$ cat src/design/dts_pkg.sv
// Shared types, constants and helpers for the datalog token scanner.
// No dependencies; used by dts_scan, dts_out_queue and datalog_token_scanner_top.
package dts_pkg;

    localparam int LINE_WIDTH  = 16;
    localparam int COUNT_WIDTH = 16;
    localparam int OUT_WIDTH   = 16;

    typedef enum logic [2:0] {
        PH_IDLE    = 3'd0,
        PH_COMMENT = 3'd1,
        PH_STRING  = 3'd2,
        PH_IDENT   = 3'd3,
        PH_COLON   = 3'd4,
        PH_HALT    = 3'd5
    } t_phase;

    typedef enum logic [3:0] {
        K_COMMA     = 4'd0,
        K_PERIOD    = 4'd1,
        K_QMARK     = 4'd2,
        K_LPAREN    = 4'd3,
        K_RPAREN    = 4'd4,
        K_COLON     = 4'd5,
        K_COLONDASH = 4'd6,
        K_STRING    = 4'd7,
        K_ID        = 4'd8,
        K_SCHEMES   = 4'd9,
        K_FACTS     = 4'd10,
        K_RULES     = 4'd11,
        K_QUERIES   = 4'd12,
        K_ERROR     = 4'd13,
        K_TOTAL     = 4'd14
    } t_kind;

    // one result item as it waits for the output side
    typedef struct packed {
        t_kind                kind;
        logic [OUT_WIDTH-1:0] start_line;
        logic [OUT_WIDTH-1:0] total_tokens;
        logic                 last;
    } t_result;

    // results caused by one accepted request, in order
    typedef struct packed {
        logic [1:0] count;
        t_result    first;
        t_result    second;
    } t_push;

    localparam logic [7:0] CH_HASH  = 8'h23;
    localparam logic [7:0] CH_DASH  = 8'h2D;
    localparam logic [7:0] CH_QUOTE = 8'h27;
    localparam logic [7:0] CH_COMMA = 8'h2C;
    localparam logic [7:0] CH_DOT   = 8'h2E;
    localparam logic [7:0] CH_QMARK = 8'h3F;
    localparam logic [7:0] CH_LPAR  = 8'h28;
    localparam logic [7:0] CH_RPAR  = 8'h29;
    localparam logic [7:0] CH_COLON = 8'h3A;
    localparam logic [7:0] CH_LF    = 8'h0A;
    localparam logic [7:0] CH_CR    = 8'h0D;
    localparam logic [7:0] CH_SPACE = 8'h20;
    localparam logic [7:0] CH_TAB   = 8'h09;

    localparam int NUM_KW = 4;

    // Schemes, Facts, Rules, Queries
    localparam logic [7:0] KW_TEXT [NUM_KW][8] = '{
        '{8'h53, 8'h63, 8'h68, 8'h65, 8'h6D, 8'h65, 8'h73, 8'h00},
        '{8'h46, 8'h61, 8'h63, 8'h74, 8'h73, 8'h00, 8'h00, 8'h00},
        '{8'h52, 8'h75, 8'h6C, 8'h65, 8'h73, 8'h00, 8'h00, 8'h00},
        '{8'h51, 8'h75, 8'h65, 8'h72, 8'h69, 8'h65, 8'h73, 8'h00}
    };
    localparam logic [3:0] KW_LEN [NUM_KW] = '{4'd7, 4'd5, 4'd5, 4'd7};
    localparam t_kind KW_KIND [NUM_KW] = '{K_SCHEMES, K_FACTS, K_RULES, K_QUERIES};

    localparam logic [31:0] OUT_MAX = 32'((64'd1 << OUT_WIDTH) - 64'd1);

    function automatic logic [OUT_WIDTH-1:0] sat_out(input logic [31:0] v);
        logic [31:0] r;
        r = (v > OUT_MAX) ? OUT_MAX : v;
        return r[OUT_WIDTH-1:0];
    endfunction

endpackage

$ cat src/design/dts_scan.sv
// Scanner state and per-character decode: updates the scan state on each
// accepted request and produces up to two result items. Uses dts_pkg.
module dts_scan (
    input  logic               i_clk,
    input  logic               i_rst_n,
    input  logic               i_accept,
    input  logic [7:0]         i_char_code,
    input  logic               i_end_of_input,
    output dts_pkg::t_push     o_push
);

    typedef struct packed {
        logic            emit;
        dts_pkg::t_kind  kind;
        dts_pkg::t_phase phase;
        logic            bump;
        logic            start;
        logic            init;
    } t_idle;

    dts_pkg::t_phase                   r_phase, n_phase;
    logic [dts_pkg::LINE_WIDTH-1:0]    r_line, n_line;
    logic [dts_pkg::LINE_WIDTH-1:0]    r_start, n_start;
    logic [3:0]                        r_len, n_len;
    logic [3:0]                        r_cands, n_cands;
    logic [dts_pkg::COUNT_WIDTH-1:0]   r_total, n_total;

    logic                              is_space, is_alpha, is_alnum;
    t_idle                             dec;
    logic [3:0]                        init_cands, keep_mask;
    dts_pkg::t_kind                    id_kind;
    logic [dts_pkg::LINE_WIDTH-1:0]    line_inc;
    logic [dts_pkg::COUNT_WIDTH-1:0]   cnt_a;

    logic                              r0_v, r1_v;
    dts_pkg::t_kind                    r0_kind, r1_kind;
    logic [dts_pkg::LINE_WIDTH-1:0]    r0_line, r1_line;

    function automatic logic counted(input dts_pkg::t_kind k);
        return (k != dts_pkg::K_ERROR) && (k != dts_pkg::K_TOTAL);
    endfunction

    function automatic logic [dts_pkg::COUNT_WIDTH-1:0] cnt_inc(
        input logic [dts_pkg::COUNT_WIDTH-1:0] v);
        return (v == '1) ? v : v + 1'b1;
    endfunction

    // what a character does between tokens
    function automatic t_idle idle_scan(input logic [7:0] c, input logic sp,
                                        input logic al);
        t_idle r;
        r.emit  = 1'b0;
        r.kind  = dts_pkg::K_ERROR;
        r.phase = dts_pkg::PH_IDLE;
        r.bump  = 1'b0;
        r.start = 1'b0;
        r.init  = 1'b0;
        if (sp) begin
            r.bump = (c == dts_pkg::CH_LF) || (c == dts_pkg::CH_CR);
        end else begin
            case (c)
                dts_pkg::CH_HASH:  r.phase = dts_pkg::PH_COMMENT;
                dts_pkg::CH_COMMA: begin r.emit = 1'b1; r.kind = dts_pkg::K_COMMA;  end
                dts_pkg::CH_DOT:   begin r.emit = 1'b1; r.kind = dts_pkg::K_PERIOD; end
                dts_pkg::CH_QMARK: begin r.emit = 1'b1; r.kind = dts_pkg::K_QMARK;  end
                dts_pkg::CH_LPAR:  begin r.emit = 1'b1; r.kind = dts_pkg::K_LPAREN; end
                dts_pkg::CH_RPAR:  begin r.emit = 1'b1; r.kind = dts_pkg::K_RPAREN; end
                dts_pkg::CH_COLON: begin r.start = 1'b1; r.phase = dts_pkg::PH_COLON; end
                dts_pkg::CH_QUOTE: begin r.start = 1'b1; r.phase = dts_pkg::PH_STRING; end
                default: begin
                    if (al) begin
                        r.start = 1'b1;
                        r.init  = 1'b1;
                        r.phase = dts_pkg::PH_IDENT;
                    end else begin
                        r.emit  = 1'b1;
                        r.kind  = dts_pkg::K_ERROR;
                        r.phase = dts_pkg::PH_HALT;
                    end
                end
            endcase
        end
        return r;
    endfunction

    assign is_space = (i_char_code == dts_pkg::CH_SPACE) ||
                      ((i_char_code >= dts_pkg::CH_TAB) && (i_char_code <= dts_pkg::CH_CR));
    assign is_alpha = ((i_char_code >= 8'h41) && (i_char_code <= 8'h5A)) ||
                      ((i_char_code >= 8'h61) && (i_char_code <= 8'h7A));
    assign is_alnum = is_alpha || ((i_char_code >= 8'h30) && (i_char_code <= 8'h39));
    assign dec      = idle_scan(i_char_code, is_space, is_alpha);
    assign line_inc = (r_line == '1) ? r_line : r_line + 1'b1;

    always_comb begin
        init_cands = '0;
        keep_mask  = '0;
        id_kind    = dts_pkg::K_ID;
        for (int i = 0; i < dts_pkg::NUM_KW; i++) begin
            init_cands[i] = (dts_pkg::KW_TEXT[i][0] == i_char_code);
            keep_mask[i]  = (r_len < dts_pkg::KW_LEN[i]) &&
                            (dts_pkg::KW_TEXT[i][r_len[2:0]] == i_char_code);
            if (r_cands[i] && (r_len == dts_pkg::KW_LEN[i])) begin
                id_kind = dts_pkg::KW_KIND[i];
            end
        end
    end

    // next state
    always_comb begin
        logic use_idle;
        use_idle = 1'b0;
        n_phase  = r_phase;
        n_line   = r_line;
        n_start  = r_start;
        n_len    = r_len;
        n_cands  = r_cands;
        if (i_end_of_input) begin
            n_phase = dts_pkg::PH_HALT;
        end else begin
            case (r_phase)
                dts_pkg::PH_IDLE: use_idle = 1'b1;
                dts_pkg::PH_COMMENT: begin
                    if (i_char_code == dts_pkg::CH_LF) begin
                        n_line  = line_inc;
                        n_phase = dts_pkg::PH_IDLE;
                    end
                end
                dts_pkg::PH_STRING: begin
                    if (i_char_code == dts_pkg::CH_QUOTE) begin
                        n_phase = dts_pkg::PH_IDLE;
                    end else if (i_char_code == dts_pkg::CH_LF) begin
                        n_phase = dts_pkg::PH_HALT;
                    end
                end
                dts_pkg::PH_IDENT: begin
                    if (is_alnum) begin
                        n_cands = r_cands & keep_mask;
                        n_len   = (r_len < 4'd8) ? r_len + 4'd1 : r_len;
                    end else begin
                        use_idle = 1'b1;
                    end
                end
                dts_pkg::PH_COLON: begin
                    if (i_char_code == dts_pkg::CH_DASH) begin
                        n_phase = dts_pkg::PH_IDLE;
                    end else begin
                        use_idle = 1'b1;
                    end
                end
                default: ;
            endcase
            if (use_idle) begin
                n_phase = dec.phase;
                if (dec.bump) begin
                    n_line = line_inc;
                end
                if (dec.start) begin
                    n_start = r_line;
                end
                if (dec.init) begin
                    n_len   = 4'd1;
                    n_cands = init_cands;
                end
            end
        end
        n_total = (r1_v && counted(r1_kind)) ? cnt_inc(cnt_a) : cnt_a;
    end

    // results
    always_comb begin
        r0_v    = 1'b0;
        r0_kind = dts_pkg::K_ERROR;
        r0_line = r_line;
        r1_v    = 1'b0;
        r1_kind = dts_pkg::K_TOTAL;
        r1_line = r_line;
        if (i_end_of_input) begin
            case (r_phase)
                dts_pkg::PH_HALT: ;
                dts_pkg::PH_STRING: r0_v = 1'b1;
                dts_pkg::PH_IDENT: begin
                    r0_v    = 1'b1;
                    r0_kind = id_kind;
                    r0_line = r_start;
                    r1_v    = 1'b1;
                end
                dts_pkg::PH_COLON: begin
                    r0_v    = 1'b1;
                    r0_kind = dts_pkg::K_COLON;
                    r0_line = r_start;
                    r1_v    = 1'b1;
                end
                default: begin
                    r0_v    = 1'b1;
                    r0_kind = dts_pkg::K_TOTAL;
                end
            endcase
        end else begin
            case (r_phase)
                dts_pkg::PH_IDLE: begin
                    r0_v    = dec.emit;
                    r0_kind = dec.kind;
                end
                dts_pkg::PH_STRING: begin
                    if (i_char_code == dts_pkg::CH_QUOTE) begin
                        r0_v    = 1'b1;
                        r0_kind = dts_pkg::K_STRING;
                        r0_line = r_start;
                    end else if (i_char_code == dts_pkg::CH_LF) begin
                        r0_v = 1'b1;
                    end
                end
                dts_pkg::PH_IDENT: begin
                    if (!is_alnum) begin
                        r0_v    = 1'b1;
                        r0_kind = id_kind;
                        r0_line = r_start;
                        r1_v    = dec.emit;
                        r1_kind = dec.kind;
                    end
                end
                dts_pkg::PH_COLON: begin
                    r0_v    = 1'b1;
                    r0_line = r_start;
                    if (i_char_code == dts_pkg::CH_DASH) begin
                        r0_kind = dts_pkg::K_COLONDASH;
                    end else begin
                        r0_kind = dts_pkg::K_COLON;
                        r1_v    = dec.emit;
                        r1_kind = dec.kind;
                    end
                end
                default: ;
            endcase
        end
    end

    // running count after the first result
    assign cnt_a = (r0_v && counted(r0_kind)) ? cnt_inc(r_total) : r_total;

    always_comb begin
        o_push.count = i_accept ? ({1'b0, r0_v} + {1'b0, r1_v}) : 2'd0;
        o_push.first.kind         = r0_kind;
        o_push.first.start_line   = dts_pkg::sat_out(32'(r0_line));
        o_push.first.total_tokens = (r0_kind == dts_pkg::K_TOTAL) ?
                                    dts_pkg::sat_out(32'(r_total)) : '0;
        o_push.first.last         = !r1_v;
        o_push.second.kind         = r1_kind;
        o_push.second.start_line   = dts_pkg::sat_out(32'(r1_line));
        o_push.second.total_tokens = (r1_kind == dts_pkg::K_TOTAL) ?
                                     dts_pkg::sat_out(32'(cnt_a)) : '0;
        o_push.second.last         = 1'b1;
    end

    always_ff @(posedge i_clk) begin
        if (!i_rst_n) begin
            r_phase <= dts_pkg::PH_IDLE;
            r_line  <= dts_pkg::LINE_WIDTH'(1);
            r_start <= '0;
            r_len   <= '0;
            r_cands <= '0;
            r_total <= '0;
        end else if (i_accept) begin
            r_phase <= n_phase;
            r_line  <= n_line;
            r_start <= n_start;
            r_len   <= n_len;
            r_cands <= n_cands;
            r_total <= n_total;
        end
    end

endmodule

$ cat src/design/dts_out_queue.sv
// Three-entry result queue; the head entry is the output register.
// Takes up to two results per cycle; gives one if i_out_ready. Uses dts_pkg.
module dts_out_queue (
    input  logic             i_clk,
    input  logic             i_rst_n,
    input  dts_pkg::t_push   i_push,
    output logic             o_room,
    input  logic             i_out_ready,
    output logic             o_out_valid,
    output dts_pkg::t_result o_head
);

    dts_pkg::t_result r_q [3];
    dts_pkg::t_result n_q [3];
    dts_pkg::t_result sh  [3];
    logic [1:0]       r_cnt, n_cnt, base;
    logic             pop;

    assign o_room      = (r_cnt <= 2'd1);
    assign o_out_valid = (r_cnt != 2'd0);
    assign o_head      = r_q[0];

    always_comb begin
        pop   = o_out_valid && i_out_ready;
        sh[0] = pop ? r_q[1] : r_q[0];
        sh[1] = pop ? r_q[2] : r_q[1];
        sh[2] = r_q[2];
        base  = r_cnt - {1'b0, pop};
        for (int j = 0; j < 3; j++) begin
            n_q[j] = sh[j];
            if ((i_push.count != 2'd0) && (2'(j) == base)) begin
                n_q[j] = i_push.first;
            end else if ((i_push.count == 2'd2) && (2'(j) == base + 2'd1)) begin
                n_q[j] = i_push.second;
            end
        end
        n_cnt = base + i_push.count;
    end

    always_ff @(posedge i_clk) begin
        if (!i_rst_n) begin
            r_cnt <= '0;
        end else begin
            r_cnt <= n_cnt;
        end
    end

    always_ff @(posedge i_clk) begin
        r_q <= n_q;
    end

endmodule

$ cat src/design/datalog_token_scanner_top.sv
// Top level of the datalog token scanner: scanner state plus result queue.
// Depends on dts_pkg, dts_scan and dts_out_queue.
//
// Streaming lexer taking one character (or an end-of-input mark) per request
// and producing token kinds with their start line. A character is taken in
// the cycle it is offered while the queue has room, so the scan runs at one
// character per cycle; the scanner state update is a single registered step.
// Results leave one per cycle while i_out_ready is high, through a
// three-entry queue whose head is the output register, and a request is
// accepted while that queue holds at most one result. A character that ends
// a pending identifier or colon and also forms a token gives two results.
// After an error token or the total token the block takes requests but gives
// nothing until reset. No startup sweep: requests are taken right after reset.
module datalog_token_scanner_top (
    input  logic        i_clk,
    input  logic        i_rst_n,
    input  logic        i_in_valid,
    output logic        o_in_ready,
    input  logic [7:0]  i_char_code,
    input  logic        i_end_of_input,
    output logic        o_out_valid,
    input  logic        i_out_ready,
    output logic [3:0]  o_token_kind,
    output logic [15:0] o_start_line,
    output logic [15:0] o_total_tokens,
    output logic        o_last_of_run
);

    dts_pkg::t_push   push;
    dts_pkg::t_result head;
    logic             accept;

    assign accept = i_in_valid && o_in_ready;

    dts_scan u_scan (
        .i_clk          (i_clk),
        .i_rst_n        (i_rst_n),
        .i_accept       (accept),
        .i_char_code    (i_char_code),
        .i_end_of_input (i_end_of_input),
        .o_push         (push)
    );

    dts_out_queue u_queue (
        .i_clk       (i_clk),
        .i_rst_n     (i_rst_n),
        .i_push      (push),
        .o_room      (o_in_ready),
        .i_out_ready (i_out_ready),
        .o_out_valid (o_out_valid),
        .o_head      (head)
    );

    assign o_token_kind   = head.kind;
    assign o_start_line   = head.start_line;
    assign o_total_tokens = head.total_tokens;
    assign o_last_of_run  = head.last;

endmodule

$ cat config.mk
export PLATFORM = sky130hd
export DESIGN_NAME = datalog_token_scanner_top
export DESIGN_NICKNAME = d
export VERILOG_FILES = /design/src/design/dts_pkg.sv /design/src/design/dts_scan.sv /design/src/design/dts_out_queue.sv /design/src/design/datalog_token_scanner_top.sv
export SDC_FILE = /design/constraint.sdc
export NUM_CORES = 1
export LEC_CHECK = 0
export BUFFER_PORTS_ARGS = -buffer_cell sky130_fd_sc_hd__buf_2
export CAP_MARGIN = 0
export CORE_MARGIN = 2
export CORE_UTILIZATION = 64
export CTS_BUF_LIST = sky130_fd_sc_hd__clkbuf_8
export CTS_CLUSTER_SIZE = 25
export DETAILED_ROUTE_END_ITERATION = 10
export GPL_TIMING_DRIVEN = 0
export PLACE_DENSITY = 0.83
export RECOVER_POWER = 50
export REMOVE_ABC_BUFFERS = 1
export SYNTH_ARGS = -nofsm -noshare
export SYNTH_HDL_FRONTEND = slang
export SYNTH_SLANG_ARGS = --single-unit
$ cat constraint.sdc
create_clock -name i_clk -period 7.2 [get_ports i_clk]
set_input_delay 1.08 -clock i_clk [delete_from_list [all_inputs] [get_ports i_clk]]
set_output_delay 1.08 -clock i_clk [all_outputs]
set_load 0.05 [all_outputs]
==> results of run 1 <==
[Yosys cell counts (11+ instances only)]
cell type  instances  area [sq um]
ha_1              12           150
nor3_1            32           160
mux2i_1           25           250
nand2_1          102           383
or2_2             11          68.8
a32oi_1           32           280
nand4_1           15          93.8
xnor2_1           21           184
and2_1            12          75.1
o22ai_1           22           138
edfxtp_1         111          3330
nor2_1           141           529
a31oi_1           17           106
nand3_1           51           255
buf_4             36           270
and3_1            17           106
mux2_2            18           203
a21oi_1           52           260
a222oi_1          16           160
or3_1             16           100
clkbuf_1          86           323
dfxtp_1           61          1220
xor2_1            21           184
nand2b_1          15          93.8
inv_1             39           146
o21ai_0           76           380
[where the power goes]
| part | internal (W) | leakage (nW) | switching [W] |
|---|---|---|---|
| clock network | 0.000257 | 0.193 | 0.000405 |
| registers | 0.00143 | 1.53 | 0.000105 |
| logic | 0.000345 | 2.19 | 0.00113 |
[cell families after synthesis]
group | Yosys count
muxes | 43
and+or+nand+nor | 461
AOI/OAI and AO/OA | 315
adders and majority gates | 12
buffers and inverters | 174
xor gates and xnor gates | 42
DFF | 172
[path summary, 6_finish.rpt]
check                    startpoint            endpoint  slack [ns]  depth (start not counted)
hold / removal    u_scan.r_cands[1]   u_scan.r_cands[1]        0.49                          2
hold reg to reg   u_scan.r_cands[1]   u_scan.r_cands[1]        0.49                          2
setup reg to reg  u_scan.r_phase[0]  u_queue.o_head[34]        1.56                         10
setup / recovery     i_char_code[1]  u_queue.o_head[34]        1.10                         12
[tightest hold or removal path, stage by stage, from the launching register on]
cell	delay, ns
dfxtp_1	0.34
nand2_1	0.06
a21oi_1	0.05
[stage by stage]
stage	hold slack, ns	area (sq um)	instances	power, W	setup WS [ns]
global route	0.535	11200	1395	0.00383	0.778
detailed placement	0.467	10900	1362	0.00304	0.798
finish	0.486	11200	1395	0.00368	1.10
floorplan	0.442	10200	1085	0.00258	1.23
global placement	0.459	10700	1356	0.00295	-1.98
CTS	0.481	11300	1394	0.00369	1.29
[sequential cells by signal, summed over array words and instances, names as in the netlist]
| register | flops |
|---|---|
| u_queue.r_q | 74 |
| u_queue.o_head | 37 |
| u_scan.r1_line | 16 |
| u_scan.r_start | 16 |
| u_scan.r_total | 16 |
| u_scan.r_cands | 4 |
| u_scan.r_len | 4 |
| u_scan.r_phase | 3 |
| u_queue.r_cnt | 2 |
[layout make-up]
class	instances	area, sq um	area share [%]
flip-flops and latches	172	4550	40.6
repair buffers	58	343	3.05
well taps	220	275	2.45
clock inverters	15	153	1.36
multi-input cells	873	5510	49.1
clock buffers	17	234	2.08
inverters	40	150	1.34
[metal layers]
layer,track usage [%],vias up,part of all wire [%]
met5,0,-,0
met2,54.9,524,49
met4,15.1,0,3.4
met3,3.89,81,7.5
met1,41.1,4476,40
li1,-,4382,-
==> results.cfg, run 1 <==
[cts]
clock_sinks = 172
clk_pin_slew_worst_paths_ns = 0.09
postCtsSetupBuffers = 0
cts_tree = yes
clockBufferDepth = 2
post_cts_resized = 0
cts_root_buf = clkbuf_8
numCtsBuffers = 17
holdBufCountCts = 0
clk_latency_ns = 0.48
h-tree-depth = 4

[yosys]
synth_top_family_by_area = simple AND/OR/NAND/NOR gates
synth_cell_type_count = 87
ys_async_sr_fraction_pct = 0
ys_warn_count = 0
synth.area.mux_share_pct = 4.18
synth-xor-area-share_pct = 3.40
syn-instance-count = 1219
synth-compound-area-share_pct = 20.7
synthSimpleGateAreaFrac_pct = 20.9
synth_edf_count = 111
ys_seq_area_share_pct = 42.0
synth_top_flop_cell = edfxtp_1
synthAdderAreaFrac_pct = 1.39
netlist_area_sq_um = 10800
ys_seq_elements = 172
syn_area_per_cell_sq_um = 8.89

[timing]
fmax_mhz = 164
tightest_slew_ns = 2.30
slew_violations = 19
rsz0062_at_grt = false
final.setup.tns_ns = 0
slew_headroom_pct = -53.6
hold_viol_final = 0
fin_crit_sh_pct = 84.8
min_period_ns = 6.10
finalClockSkew_ns = 0.0148
setup_viol = 0

[routing]
route.detailed.drc = 0
drt-total-wl_mm = 28.7
num_vias = 9463
initialDrtViolationCount = 1270
wire_per_inst_um = 20.6
detail_route.vias_per_cell = 6.78
ant_nets = 0
dr.pass1.iters = 8

[outcome]
status = complete, but fails checks
failed_checks = capacitance limit, slew limit

[global_routing]
antenna_found_initial = 0
track_usage_pct = 32.2
grt_overflow = 0
grt_pass1_wl_mm = 46.1
grt_max_degree = 47
grt_pass1_vias = 8984

[setup_path]
critPathTopFamily = simple AND/OR/NAND/NOR gates
crit_buf_inv = 2
crit_top_cell = o21ai_0
crit_type = in -> reg
cp_max_fo = 37
worst-endpoint-required_ns = 7.20
slowest_delay_ns = 0.81
critPathArrivalTime_ns = 6.10
path_cells = buf_2 > or4_1 > o221ai_1 > a21o_1 > a211oi_1 > o21ai_0 > ha_1 > o21ai_0 > nor3_2 > buf_6 > nor2_2 > nand2_2
crit_path_top_delay_cell = nand2_2
endpoint_kind = register
cp-start-kind = input pin

[placement]
place_congestion = 0.931
dp_hpwl_mm = 18.6
io_buffer_count = 51

[power_and_ir_drop]
p_per_area_nw_per_um2 = 328
power_leakage_nw = 3.91
vdd.ir_drop.worst_uv = 259

[die]
start_util_pct = 65.3
io_pins = 52
fp.coreArea_sq_um = 16600
die_x_um = 134
die_y_um = 134
fp-row-count = 47
fp.dieArea_sq_um = 18000

[final_layout]
final_cell_mix = nor2_1, edfxtp_1, nand2_1
fin_util_pct = 67.7
diodes = 0
finalNetCount = 1187
drive_gt1_share_pct = 9.53
layout_commonest_cell = nor2_1
n_fill_cell = 1395
syn2layout_area_growth_pct = 3.60

[flow_run]
cap_violations = 1

[hold_path]
min_path_type = reg -> reg
(Power assumes the default switching activity.)
==> run 2: changes to the inputs <==
--- a/config.mk
+++ b/config.mk
@@ -5,15 +5,16 @@
 export SDC_FILE = /design/constraint.sdc
 export NUM_CORES = 1
 export LEC_CHECK = 0
+export ABC_AREA = 1
 export BUFFER_PORTS_ARGS = -buffer_cell sky130_fd_sc_hd__buf_2
 export CAP_MARGIN = 0
 export CORE_MARGIN = 2
-export CORE_UTILIZATION = 64
+export CORE_UTILIZATION = 58
 export CTS_BUF_LIST = sky130_fd_sc_hd__clkbuf_8
 export CTS_CLUSTER_SIZE = 25
 export DETAILED_ROUTE_END_ITERATION = 10
 export GPL_TIMING_DRIVEN = 0
-export PLACE_DENSITY = 0.83
+export PLACE_DENSITY = 0.79
 export RECOVER_POWER = 50
 export REMOVE_ABC_BUFFERS = 1
 export SYNTH_ARGS = -nofsm -noshare
==> constraint.sdc (replaced) <==
create_clock -name i_clk -period 5.1 [get_ports i_clk]
set_input_delay 0.765 -clock i_clk [delete_from_list [all_inputs] [get_ports i_clk]]
set_output_delay 0.765 -clock i_clk [all_outputs]
set_load 0.05 [all_outputs]
==> results.cfg, run 2 <==
[die]
start_util_pct = 59.2
io_pins = 52
die_y_um = 142
fp-row-count = 50
fp.coreArea_sq_um = 18700
fp.dieArea_sq_um = 20200
die_x_um = 142

[routing]
wl_met3_mm = 2.59
dr_wl_met2_mm = 14.8
num_vias = 10400
dr.max_layer_used = met4
initialDrtViolationCount = 1010
met1_length_mm = 12.7
route.detailed.drc = 0
drt-total-wl_mm = 31.0
detail_route.vias_per_cell = 6.12
wire_per_inst_um = 18.2
ant_nets = 0
dr.pass1.iters = 6

[cts]
holdBufCountCts = 0
clk_pin_slew_worst_paths_ns = 0.10
clockBufferDepth = 2
cts_root_buf = clkbuf_8
cts_tree = yes
clock_sinks = 172
numCtsBuffers = 17
h-tree-depth = 4
clk_latency_ns = 0.48

[yosys]
synth_edf_count = 111
synth_cell_type_count = 53
ys_warn_count = 0
ys_seq_elements = 172
ys_async_sr_fraction_pct = 0
synth.area.mux_share_pct = 0.0905
syn-instance-count = 1463
synth_area_leaders = edfxtp_1, nand2_1, dfxtp_1
synth-xor-area-share_pct = 1.82
synth_top_flop_cell = edfxtp_1
yosysTopAreaCellShare_pct = 30.1
synth_top_family_by_area = simple AND/OR/NAND/NOR gates
ys_seq_area_share_pct = 41.2
syn_area_per_cell_sq_um = 7.56
synth_top_area_cell = edfxtp_1
yosysMostFrequentCell = nand2_1
yosys-top-cells-count = nand2_1, inv_1, nor2_1
synth-compound-area-share_pct = 20.0
synthAdderAreaFrac_pct = 1.36
synthSimpleGateAreaFrac_pct = 24.8
netlist_area_sq_um = 11100

[placement]
dp_hpwl_mm = 20.0
io_buffer_count = 51
dp_cells = 1650
placement.cell_area_sq_um = 11200
place_congestion = 0.975
place_ws_ns = -1.66

[power_and_ir_drop]
swShare_pct = 50.5
power_w = 0.00694
p_per_area_nw_per_um2 = 595
p_int_w = 0.00344
seqPwrFrac_pct = 33.9
power_frac_comb_pct = 52.7
power_leakage_nw = 4.42
vdd.ir_drop.worst_uv = 305
p_clk_share_pct = 13.3
switching_power_w = 0.00351

[flow_run]
cap_violations = 0

[final_layout]
largest_register_ffs = 74
syn2layout_area_growth_pct = 5.45
drive_gt1_share_pct = 10.3
fin_area_sq_um = 11700
final_cell_mix = nand2_1, inv_1, o21ai_0
diodes = 0
seq_area_sq_um = 4550
n_fill_cell = 1647
multiInputGateArea_sq_um = 5370
layout_commonest_cell = nand2_1
largest_register = u_queue.r_q
finalNetCount = 1482
finalNonFillerCells = 1704

[timing]
min_period_ns = 4.93
rsz0062_at_grt = false
hold_viol_final = 0
final.setup.tns_ns = 0
fin_crit_sh_pct = 96.6
tightest_slew_ns = 1.15
setup_viol = 0
slew_headroom_pct = 22.7
worst_slack_ns = 0.171
finalClockSkew_ns = 0.0154
slew_violations = 0
fmax_mhz = 203

[setup_path]
cp-start-kind = input pin
cp-startpoint = i_char_code[2]
rrSetupSlack_ns = 0.33
critPathArrivalTime_ns = 5.13
worst-endpoint-required_ns = 5.31
cp_max_fo = 13
worst_r2r_path_depth = 20
crit_type = in -> reg
endpoint_kind = register
r2r-start = u_scan.r_phase[1]

[global_routing]
grt_overflow = 0
grt_pass1_vias = 9674
track_usage_pct = 30.9
grt_max_degree = 40
grt_pass1_wl_mm = 49.5
antenna_found_initial = 0

[hold_path]
min_path_type = reg -> reg
hp-start = u_scan.r_cands[2]
hold_path_depth = 2

[outcome]
status = finished clean
## run 2: cell count changes after synthesis, moves of 24 or more
cell / before / now
o211ai_1: 4 / 39
o21ai_0: 76 / 123
clkbuf_1: 86 / 53
inv_1: 39 / 139
a21oi_1: 52 / 100
mux2i_1: 25 / 1
a32oi_1: 32 / 0
nand2_1: 102 / 334
## run 2: logic make-up (layout without fill, tap and decap cells)
group | Yosys count | in the layout
AND/OR/NAND/NOR | 626 | 627
AO/OA/AOI/OAI | 365 | 365
buffers and inverters | 264 | 270
flip-flops | 172 | 172
XOR/XNOR | 23 | 23
adder cells (fa/ha/maj) | 12 | 12
multiplexers | 1 | 1
## run 2: critical path: stages
cell and delay, ns:
buf_2 0.24, nor2_1 0.16, nand3_1 0.12, nand3_2 0.11, a21oi_2 0.38, inv_1 0.17, nand2_2 0.26, nor2_4 0.13
inv_1 0.31, o221ai_1 0.20, o21a_1 0.22, ha_1 0.29, inv_1 0.06, nor2_1 0.05, nor2_2 0.35, nor3_4 0.12
buf_6 0.18, nor2_2 0.31, clkinvlp_4 0.38, o22ai_1 0.20, a21oi_1 0.11
## run 2: final timing paths
| path | endpoint |
|---|---|
| setup / recovery | u_queue.o_head[31] |
| hold reg to reg | u_scan.r_cands[2] |
| setup reg to reg | u_queue.o_head[31] |
| hold / removal | u_scan.r_cands[2] |
## run 2: power by group through the flow
| stage | Combinational (W) | Sequential, W | Clock, W |
|---|---|---|---|
| after floorplan | 0.00196 | 0.00293 | 0 |
| after global placement | 0.00333 | 0.00240 | 0 |
| after detailed placement | 0.00350 | 0.00238 | 0 |
| after CTS | 0.00365 | 0.00235 | 0.000931 |
| after global routing | 0.00395 | 0.00240 | 0.000990 |
| final | 0.00366 | 0.00236 | 0.000927 |
## run 2: timing repair
action | 4_1_cts | 5_1_grt
pin swaps | 4 | 1
cloned | 5 | 1
endpoints found under the setup margin | 199 | 181
gates resized for setup | 17 | 5
setup buffers | 11 | 5
## run 2: layout make-up
type                    count  area share, %
clock buffers              17           2.01
clock inverters            15           1.14
inverters                 156           5.18
multi-input cells        1028           46.0
flip-flops and latches    172           39.0
well taps                 234           2.51
repair buffers             77           3.86
repair inverters            5          0.279
## run 2: layer usage
metal | global-route usage [%] | up-vias
met5 | 0 | -
met4 | 12.3 | 0
met1 | 39.6 | 4822
met2 | 52.0 | 552
li1 | - | 4974
met3 | 5.38 | 87
## run 2: stage by stage
stage / utilization (%) / hold WS (ns)
final: 62.4 / 0.520
after global routing: 62.4 / 0.544
after detailed placement: 59.8 / 0.505
after global placement: 58.8 / 0.493
after CTS: 62.8 / 0.520
after floorplan: - / 0.473
